**config.mk**
```make
export PLATFORM = sky130hd
export DESIGN_NAME = ordered_array_insert_delete
export DESIGN_NICKNAME = d
export VERILOG_FILES = /design/src/rtl/core/oaid_pkg.sv /design/src/rtl/core/oaid_dpath.sv /design/src/rtl/core/oaid_ctrl.sv /design/src/rtl/core/ordered_array_insert_delete.sv
export SDC_FILE = /design/constraint.sdc
export NUM_CORES = 2
export LEC_CHECK = 0
export BUFFER_PORTS_ARGS = -buffer_cell sky130_fd_sc_hd__buf_2
export CORE_ASPECT_RATIO = 0.6
export CORE_MARGIN = 1.5
export CORE_UTILIZATION = 62
export CTS_CLUSTER_DIAMETER = 150
export DETAILED_ROUTE_END_ITERATION = 12
export GPL_TIMING_DRIVEN = 0
export PLACE_DENSITY = 0.79
export SLEW_MARGIN = 30
export SYNTH_ARGS = -nofsm -noshare
export SYNTH_HDL_FRONTEND = slang
export SYNTH_SLANG_ARGS = --single-unit
```
**constraint.sdc**
```tcl
create_clock -name i_clk -period 4.5 [get_ports i_clk]
set_input_delay 0.45 -clock i_clk [delete_from_list [all_inputs] [get_ports i_clk]]
set_output_delay 0.45 -clock i_clk [all_outputs]
set_load 0.05 [all_outputs]
```
**src/rtl/core/oaid_pkg.sv**
```systemverilog
// Package for the ordered array store: sizes, field widths, operation and
// status codes, and the command/status structs between controller and datapath.
// No dependencies.
package oaid_pkg;

    localparam int CAPACITY = 32;
    localparam int AW       = (CAPACITY > 1) ? $clog2(CAPACITY) : 1;  // store address
    localparam int CW       = $clog2(CAPACITY + 1);                    // entry count

    localparam int KIND_W   = 2;
    localparam int POS_W    = 6;
    localparam int VAL_W    = 32;
    localparam int STAT_W   = 2;
    localparam int IDX_W    = 5;
    localparam int REM_W    = 6;
    localparam int ECNT_W   = 6;

    // compare width wide enough for position, count and addresses
    localparam int CMP_W    = ((POS_W > CW) ? POS_W : CW) + 1;

    typedef enum logic [KIND_W-1:0] {
        KIND_READ   = 2'd0,
        KIND_INSERT = 2'd1,
        KIND_DELETE = 2'd2,
        KIND_DELVAL = 2'd3
    } t_kind;

    typedef enum logic [STAT_W-1:0] {
        ST_OK     = 2'd0,
        ST_BADPOS = 2'd1,
        ST_FULL   = 2'd2
    } t_status;

    typedef struct packed {
        logic          latch;    // capture request fields
        logic          rd_en;    // read store at addr
        logic [AW-1:0] addr;     // read address, also element index on read-out
        logic          mv;       // read feeds a move/filter write next cycle
        logic          filt;     // drop words equal to the request value
        logic [AW-1:0] dst;      // move destination
        logic          wp_clr;   // restart compaction write pointer
        logic          emit;     // load output register
        logic          elem;     // result carries a stored entry
        logic          last;
        t_status       status;
        logic          commit;   // apply the update to count (and insert word)
    } t_cmd;

    typedef struct packed {
        t_kind            kind;
        logic [POS_W-1:0] pos;
        logic [CW-1:0]    count;
        logic             out_free;
    } t_sts;

endpackage

```
**src/rtl/core/oaid_dpath.sv**
```systemverilog
// Datapath of the ordered array store: request registers, word store with
// registered read, move/filter stage, entry count and output register.
// Depends on oaid_pkg.
module oaid_dpath (
    input  logic                       i_clk,
    input  logic                       i_rst_n,
    input  oaid_pkg::t_cmd             i_cmd,
    output oaid_pkg::t_sts             o_sts,
    input  logic [oaid_pkg::KIND_W-1:0] i_kind,
    input  logic [oaid_pkg::POS_W-1:0] i_position,
    input  logic signed [oaid_pkg::VAL_W-1:0] i_value,
    output logic                       o_out_valid,
    input  logic                       i_out_ready,
    output logic [oaid_pkg::STAT_W-1:0] o_status,
    output logic                       o_has_element,
    output logic [oaid_pkg::IDX_W-1:0] o_element_index,
    output logic signed [oaid_pkg::VAL_W-1:0] o_element_value,
    output logic [oaid_pkg::REM_W-1:0] o_removed,
    output logic [oaid_pkg::ECNT_W-1:0] o_entry_count,
    output logic                       o_last
);
    import oaid_pkg::*;

    logic [VAL_W-1:0] r_mem [CAPACITY];

    t_kind             r_kind;
    logic [POS_W-1:0]  r_pos;
    logic [VAL_W-1:0]  r_value;
    logic [VAL_W-1:0]  r_rdata;
    logic              r_pend;
    logic              r_pend_filt;
    logic [AW-1:0]     r_pend_dst;
    logic [CW-1:0]     r_wp;
    logic [CW-1:0]     r_count;
    logic [CW-1:0]     n_count;
    logic [REM_W-1:0]  n_removed;
    logic              keep;
    logic              upd;

    logic              r_ovalid;
    t_status           r_ostatus;
    logic              r_ohas;
    logic [IDX_W-1:0]  r_oidx;
    logic [VAL_W-1:0]  r_oval;
    logic [REM_W-1:0]  r_orem;
    logic [ECNT_W-1:0] r_ocnt;
    logic              r_olast;

    assign keep = r_pend && (!r_pend_filt || (r_rdata != r_value));
    assign upd  = i_cmd.emit && i_cmd.commit;

    // count and removed after the update
    always_comb begin
        n_count   = r_count;
        n_removed = '0;
        if (i_cmd.commit) begin
            unique case (r_kind)
                KIND_INSERT: n_count = r_count + CW'(1);
                KIND_DELETE: begin
                    n_count   = r_count - CW'(1);
                    n_removed = REM_W'(1);
                end
                KIND_DELVAL: begin
                    n_count   = r_wp;
                    n_removed = REM_W'(r_count - r_wp);
                end
                KIND_READ:   n_count = r_count;
            endcase
        end
    end

    // store: one write port, one registered read port
    always_ff @(posedge i_clk) begin
        if (keep) begin
            r_mem[r_pend_filt ? AW'(r_wp) : r_pend_dst] <= r_rdata;
        end else if (upd && (r_kind == KIND_INSERT)) begin
            r_mem[AW'(r_pos)] <= r_value;
        end
        if (i_cmd.rd_en) begin
            r_rdata <= r_mem[i_cmd.addr];
        end
    end

    // request fields and move stage payload
    always_ff @(posedge i_clk) begin
        if (i_cmd.latch) begin
            r_kind  <= t_kind'(i_kind);
            r_pos   <= i_position;
            r_value <= i_value;
        end
        r_pend_filt <= i_cmd.filt;
        r_pend_dst  <= i_cmd.dst;
    end

    always_ff @(posedge i_clk) begin
        if (!i_rst_n) begin
            r_pend   <= 1'b0;
            r_wp     <= '0;
            r_count  <= '0;
            r_ovalid <= 1'b0;
        end else begin
            r_pend <= i_cmd.rd_en && i_cmd.mv;
            if (i_cmd.wp_clr) begin
                r_wp <= '0;
            end else if (keep && r_pend_filt) begin
                r_wp <= r_wp + CW'(1);
            end
            if (upd) begin
                r_count <= n_count;
            end
            if (i_cmd.emit) begin
                r_ovalid <= 1'b1;
            end else if (i_out_ready) begin
                r_ovalid <= 1'b0;
            end
        end
    end

    // output payload
    always_ff @(posedge i_clk) begin
        if (i_cmd.emit) begin
            r_olast <= i_cmd.last;
            if (i_cmd.elem) begin
                r_ostatus <= ST_OK;
                r_ohas    <= 1'b1;
                r_oidx    <= IDX_W'(i_cmd.addr);
                r_oval    <= r_rdata;
                r_orem    <= '0;
                r_ocnt    <= ECNT_W'(r_count);
            end else begin
                r_ostatus <= i_cmd.status;
                r_ohas    <= 1'b0;
                r_oidx    <= '0;
                r_oval    <= '0;
                r_orem    <= n_removed;
                r_ocnt    <= ECNT_W'(n_count);
            end
        end
    end

    assign o_sts.kind     = r_kind;
    assign o_sts.pos      = r_pos;
    assign o_sts.count    = r_count;
    assign o_sts.out_free = !r_ovalid || i_out_ready;

    assign o_out_valid     = r_ovalid;
    assign o_status        = r_ostatus;
    assign o_has_element   = r_ohas;
    assign o_element_index = r_oidx;
    assign o_element_value = r_oval;
    assign o_removed       = r_orem;
    assign o_entry_count   = r_ocnt;
    assign o_last          = r_olast;

endmodule

```
**src/rtl/core/oaid_ctrl.sv**
```systemverilog
// Controller of the ordered array store: operation sequencing, the loop
// pointer over the store, and result commands. Depends on oaid_pkg.
module oaid_ctrl (
    input  logic           i_clk,
    input  logic           i_rst_n,
    input  logic           i_in_valid,
    output logic           o_in_ready,
    input  oaid_pkg::t_sts i_sts,
    output oaid_pkg::t_cmd o_cmd
);
    import oaid_pkg::*;

    typedef enum logic [3:0] {
        S_IDLE,
        S_DECIDE,
        S_SHIFT_UP,
        S_SHIFT_DN,
        S_FILTER,
        S_DRAIN,
        S_RD_ISSUE,
        S_RD_EMIT,
        S_EMIT
    } t_state;

    t_state        r_state, n_state;
    logic [AW-1:0] r_ptr, n_ptr;
    t_status       r_status, n_status;
    logic          r_commit, n_commit;

    logic [CMP_W-1:0] pos_x, cnt_x, ptr_x;
    logic             at_end;

    assign pos_x  = CMP_W'(i_sts.pos);
    assign cnt_x  = CMP_W'(i_sts.count);
    assign ptr_x  = CMP_W'(r_ptr);
    assign at_end = (ptr_x + CMP_W'(1)) == cnt_x;

    assign o_in_ready = (r_state == S_IDLE);

    always_comb begin
        n_state  = r_state;
        n_ptr    = r_ptr;
        n_status = r_status;
        n_commit = r_commit;
        o_cmd    = '0;
        unique case (r_state)
            S_IDLE: begin
                o_cmd.latch = i_in_valid;
                if (i_in_valid) n_state = S_DECIDE;
            end
            S_DECIDE: begin
                o_cmd.wp_clr = 1'b1;
                n_status     = ST_OK;
                n_commit     = 1'b0;
                n_ptr        = '0;
                unique case (i_sts.kind)
                    KIND_READ: begin
                        n_state = (cnt_x == '0) ? S_EMIT : S_RD_ISSUE;
                    end
                    KIND_INSERT: begin
                        if (pos_x > cnt_x) begin
                            n_status = ST_BADPOS;
                            n_state  = S_EMIT;
                        end else if (cnt_x >= CMP_W'(CAPACITY)) begin
                            n_status = ST_FULL;
                            n_state  = S_EMIT;
                        end else begin
                            n_commit = 1'b1;
                            if (pos_x == cnt_x) begin
                                n_state = S_EMIT;
                            end else begin
                                n_ptr   = AW'(i_sts.count - CW'(1));
                                n_state = S_SHIFT_UP;
                            end
                        end
                    end
                    KIND_DELETE: begin
                        if (pos_x >= cnt_x) begin
                            n_status = ST_BADPOS;
                            n_state  = S_EMIT;
                        end else begin
                            n_commit = 1'b1;
                            if ((pos_x + CMP_W'(1)) == cnt_x) begin
                                n_state = S_EMIT;
                            end else begin
                                n_ptr   = AW'(pos_x + CMP_W'(1));
                                n_state = S_SHIFT_DN;
                            end
                        end
                    end
                    KIND_DELVAL: begin
                        n_commit = 1'b1;
                        n_state  = (cnt_x == '0) ? S_EMIT : S_FILTER;
                    end
                endcase
            end
            S_SHIFT_UP: begin
                o_cmd.rd_en = 1'b1;
                o_cmd.addr  = r_ptr;
                o_cmd.mv    = 1'b1;
                o_cmd.dst   = r_ptr + AW'(1);
                if (ptr_x == pos_x) n_state = S_DRAIN;
                else                n_ptr   = r_ptr - AW'(1);
            end
            S_SHIFT_DN: begin
                o_cmd.rd_en = 1'b1;
                o_cmd.addr  = r_ptr;
                o_cmd.mv    = 1'b1;
                o_cmd.dst   = r_ptr - AW'(1);
                if (at_end) n_state = S_DRAIN;
                else        n_ptr   = r_ptr + AW'(1);
            end
            S_FILTER: begin
                o_cmd.rd_en = 1'b1;
                o_cmd.addr  = r_ptr;
                o_cmd.mv    = 1'b1;
                o_cmd.filt  = 1'b1;
                if (at_end) n_state = S_DRAIN;
                else        n_ptr   = r_ptr + AW'(1);
            end
            S_DRAIN: begin
                // last move or compare lands in the store this cycle
                n_state = S_EMIT;
            end
            S_RD_ISSUE: begin
                o_cmd.rd_en = 1'b1;
                o_cmd.addr  = r_ptr;
                n_state     = S_RD_EMIT;
            end
            S_RD_EMIT: begin
                o_cmd.addr = r_ptr;
                o_cmd.elem = 1'b1;
                o_cmd.last = at_end;
                if (i_sts.out_free) begin
                    o_cmd.emit = 1'b1;
                    if (at_end) begin
                        n_state = S_IDLE;
                    end else begin
                        n_ptr   = r_ptr + AW'(1);
                        n_state = S_RD_ISSUE;
                    end
                end
            end
            S_EMIT: begin
                o_cmd.status = r_status;
                o_cmd.commit = r_commit;
                o_cmd.last   = 1'b1;
                if (i_sts.out_free) begin
                    o_cmd.emit = 1'b1;
                    n_state    = S_IDLE;
                end
            end
            default: n_state = S_IDLE;
        endcase
    end

    always_ff @(posedge i_clk) begin
        if (!i_rst_n) begin
            r_state  <= S_IDLE;
            r_ptr    <= '0;
            r_status <= ST_OK;
            r_commit <= 1'b0;
        end else begin
            r_state  <= n_state;
            r_ptr    <= n_ptr;
            r_status <= n_status;
            r_commit <= n_commit;
        end
    end

endmodule

```
**src/rtl/core/ordered_array_insert_delete.sv**
```systemverilog
// Top level of the ordered array store: insert, delete at position,
// delete-by-value and read-out over a 32-word ordered list.
// Depends on oaid_pkg, oaid_ctrl and oaid_dpath.
//
//  channel | direction | handshake                   | payload
//  --------+-----------+-----------------------------+-------------------------------------
//  in      | input     | i_in_valid / o_in_ready     | i_kind, i_position, i_value
//  out     | output    | o_out_valid / i_out_ready   | o_status, o_has_element,
//          |           |                             | o_element_index, o_element_value,
//          |           |                             | o_removed, o_entry_count, o_last
//
// One request at a time. Each operation walks the word store through its single read port and
// single write port, one entry at a time:
//   read-out   : one result per stored entry; a single result with no entry when empty
//   insert     : entries from position upward move one place up; no moves for an append or a rejected request
//   delete     : entries above position move one place down; no moves for the last entry or a bad position
//   delete-val : every stored entry is compared and kept entries are compacted; no pass when empty
// Reset clears the entry count and the control state but not the store; store words are written before they are read.
// A stalled output holds the controller in its emit step; a new request is taken as
// soon as the previous one has placed its final transfer in the output register.
module ordered_array_insert_delete (
    input  logic                                  i_clk,
    input  logic                                  i_rst_n,
    input  logic                                  i_in_valid,
    output logic                                  o_in_ready,
    input  logic [oaid_pkg::KIND_W-1:0]           i_kind,
    input  logic [oaid_pkg::POS_W-1:0]            i_position,
    input  logic signed [oaid_pkg::VAL_W-1:0]     i_value,
    output logic                                  o_out_valid,
    input  logic                                  i_out_ready,
    output logic [oaid_pkg::STAT_W-1:0]           o_status,
    output logic                                  o_has_element,
    output logic [oaid_pkg::IDX_W-1:0]            o_element_index,
    output logic signed [oaid_pkg::VAL_W-1:0]     o_element_value,
    output logic [oaid_pkg::REM_W-1:0]            o_removed,
    output logic [oaid_pkg::ECNT_W-1:0]           o_entry_count,
    output logic                                  o_last
);
    import oaid_pkg::*;

    // controller -> datapath commands, datapath -> controller status
    t_cmd cmd;
    t_sts sts;

    oaid_ctrl u_ctrl (
        .i_clk      (i_clk),
        .i_rst_n    (i_rst_n),
        .i_in_valid (i_in_valid),
        .o_in_ready (o_in_ready),
        .i_sts      (sts),
        .o_cmd      (cmd)
    );

    // store, entry count, move/filter stage and output register
    oaid_dpath u_dpath (
        .i_clk           (i_clk),
        .i_rst_n         (i_rst_n),
        .i_cmd           (cmd),
        .o_sts           (sts),
        .i_kind          (i_kind),
        .i_position      (i_position),
        .i_value         (i_value),
        .o_out_valid     (o_out_valid),
        .i_out_ready     (i_out_ready),
        .o_status        (o_status),
        .o_has_element   (o_has_element),
        .o_element_index (o_element_index),
        .o_element_value (o_element_value),
        .o_removed       (o_removed),
        .o_entry_count   (o_entry_count),
        .o_last          (o_last)
    );

endmodule
```
==> impl_metrics.yaml <==
placed_design:
  port_buffers: 98
  dp_hpwl_um: 106000
  gp_congestion: 1.00
yosys:
  synth-main-ff-cell: "edfxtp_1"
  synth_edf_count: 1149
  yosys_warnings: 0
  netlist_area_mm2: 0.0484
  ys_ff_latch: 1181
  synthCells: 3466
  avgSynthCellArea_um2: 14.0
  syn-num-nets: 3533
  synth_cell_types: 75
  async_reset_ff_share_pct: 0
  ys_seq_area_share_pct: 72.7
die:
  core_area_mm2: 0.0774
  pin_count: 99
  core.rowCount: 79
  die_area_mm2: 0.0798
  initial_core_util_pct: 62.5
  die_w_um: 364
  fp.dieH_um: 219
critical_path:
  cp.buffers_inverters: 3
  worstPathArrival_ns: 5.04
  crit_path_max_fanout: 10
  cp_slowest_cell: "o21ai_0"
  critPathKind: "reg -> reg"
  worstSetupEndpointType: "register"
  cp_cell_sequence: "nor2b_1 -> o211ai_4 -> buf_2 -> buf_2 -> buf_2 -> o221ai_1 -> a31oi_1 -> o21ai_0 -> o211ai_1"
  slowest_delay_ns: 0.62
  crit_family: "compound AO/OA/AOI/OAI gates"
  start_kind: "register"
  critPathRequiredTime_ns: 4.97
  worst_path_most_repeated_cell: "buf_2"
clock_tree:
  cts_tree: "done"
  clk_path_buf_depth: 3
  clk_pin_slew_worst_paths_ns: 0.07
  cts_max_level: 3
  clock-sinks: 1181
  ctsRootBufferMaster: "clkbuf_16"
  numCtsBuffers: 99
  insertion_delay_ns: 0.72
sta:
  finalMaxSlewViolations: 0
  hold_ws_ns: 0.116
  worst_slack_ns: -0.0778
  rsz0062_at_grt: "no"
  fin_crit_sh_pct: 102
  setup_viol: 4
  fin_crit_ns: 4.58
  max_freq_mhz: 218
  hold_violations: 0
  tightest_slew_ns: 1.21
  skew_ns: 0.0322
  maxSlewHeadroom_pct: 18.6
global_routing:
  grt_overflow: 0
  grt_pass1_vias: 30400
  antenna_found_initial: 8
  globalRouteTotalUtil_pct: 38.5
  grt_start_max_net_pins: 41
  grt_first_pass_wirelength_um: 215000
detailed_routing:
  vias_per_cell: 6.88
  ant_nets: 1
  routed_wl_um: 154000
  dr.pass1.iters: 7
  drt_iter0_markers: 6562
  remaining_drc_errors: 0
  wl_per_cell_um: 31.3
  vias: 33800
finish:
  fill_cells: 4776
  final_util_pct: 71.9
  synthToLayoutAreaGrowth_pct: 15.0
  final_common_cell: "edfxtp_1"
  layout.nets: 3825
  drive_gt1_share_pct: 14.8
  most-common-layout-cells: "edfxtp_1, nand2_1, buf_2"
worst_hold_path:
  hp-class: "in -> reg"
pwr:
  peakVddDrop_uv: 463
  power.total_uw: 26400
  p_per_area_mw_per_mm2: 474
  p_leak_uw: 0.0184
outcome:
  outcome: "finished with violations"
  violations: "antenna violations, negative setup slack"
job:
  drv_cap: 0
per-layer routing:
layer | vias up | track usage, % | wire length, um
met5 | - | 0 | 57
met4 | 8 | 11.2 | 4730
met3 | 344 | 18.9 | 30000
met2 | 3083 | 49.8 | 60100
met1 | 16600 | 57.0 | 58600
li1 | 13700 | - | -
final timing paths:
kind | startpoint | endpoint | slack (ns) | cells after the start
setup / recovery | u_ctrl.r_state[0] | u_dpath.r_rdata[14] | -0.08 | 9
hold / removal | i_rst_n | u_ctrl.r_state[3] | 0.12 | 3
setup reg to reg | u_ctrl.r_state[0] | u_dpath.r_rdata[14] | -0.08 | 9
hold reg to reg | u_ctrl.r_status[0] | u_ctrl.r_status[0] | 0.48 | 2
per-stage QoR:
stage	worst slack [ns]	cells	area, um2	setup TNS, ns
2_1_floorplan	0.635	3466	48400	0
3_3_place_gp	-3.42	4617	50200	-1385.89
3_5_place_dp	0.0765	4663	51700	0
4_1_cts	0.0696	4887	55400	0
5_1_grt	0.0904	4894	55600	0
6_report	-0.0778	4906	55600	-0.166
report_power, final:
group	total (uW)	switching, uW	internal (uW)	leakage, uW
clock	9040	4110	4920	0.00161
combinational	4430	3300	1130	0.00619
sequential	12900	198	12700	0.0106
total	26400	7620	18800	0.0184
logic make-up (layout without fill, tap and decap cells):
kind of cell               Yosys count  count (layout)  synth area share [%]
buffers and inverters              260             635                  2.39
adders and majority gates           23              23                 0.610
xor gates and xnor gates            69              69                  1.25
muxes                              178             178                  3.92
DFF                               1181            1181                  72.7
and+or+nand+nor                   1272            1272                  11.8
other                                0              12                     0
AOI/OAI and AO/OA                  483             483                  7.37
area by class of cell:
type | instances | area (um2) | share of cell area (%)
clock buffer | 122 | 2700 | 4.86
inverter | 32 | 120 | 0.216
antenna | 12 | 30.0 | 0.0540
sequential | 1181 | 35100 | 63.2
buffer | 228 | 1030 | 1.86
multi-input combinational | 2025 | 12600 | 22.6
clock inverter | 62 | 622 | 1.12
timing repair buffer | 191 | 2060 | 3.71
tap | 1053 | 1320 | 2.37
what timing repair did:
action                                  4_1_cts  5_1_grt
resized for setup                             0        4
hold buffers                                 40        0
endpoints found under the hold margin        40        0
buffers inserted                              0        5
endpoints found under the setup margin        0      315
registers in the layout, summed over array words and instances (netlist names), 2 cells and up:
name	flops
u_dpath.r_rdata	32
u_dpath.r_count	6
u_ctrl.r_state	4
u_dpath.o_removed	6
u_dpath.o_element_value	32
u_dpath.r_pend_dst	5
u_dpath.r_wp	6
u_dpath.r_mem	1024
u_dpath.o_entry_count	6
u_dpath.o_status	2
u_dpath.o_element_index	5
u_ctrl.r_status	2
u_ctrl.r_ptr	5
u_dpath.r_kind	2
u_dpath.r_pos	6
u_dpath.r_value	32
cell usage after synthesis, types with 18 or more instances:
library cell | number | share of area, %
a211oi_1 | 34 | 0.53
a21oi_1 | 56 | 0.58
a311oi_1 | 64 | 1.2
a31oi_1 | 43 | 0.56
a32oi_1 | 97 | 1.8
and2_1 | 78 | 1.0
and3_1 | 71 | 0.92
buf_2 | 98 | 1.0
clkbuf_1 | 107 | 0.83
dfxtp_1 | 32 | 1.3
edfxtp_1 | 1149 | 71
ha_1 | 22 | 0.57
inv_1 | 29 | 0.23
mux2_2 | 64 | 1.5
mux2i_1 | 103 | 2.1
nand2_1 | 757 | 5.9
nand3_1 | 176 | 1.8
nand4_1 | 18 | 0.23
nor2_1 | 84 | 0.65
o211ai_1 | 36 | 0.56
o21ai_0 | 70 | 0.72
o221ai_1 | 34 | 0.62
or4_1 | 33 | 0.51
xnor2_1 | 52 | 0.94
tightest hold or removal path: stages:
cell      delay, ns
buf_2          0.16
nand3_1        0.10
a221oi_1       0.05
Note: power is estimated with default switching activity, not from simulation.
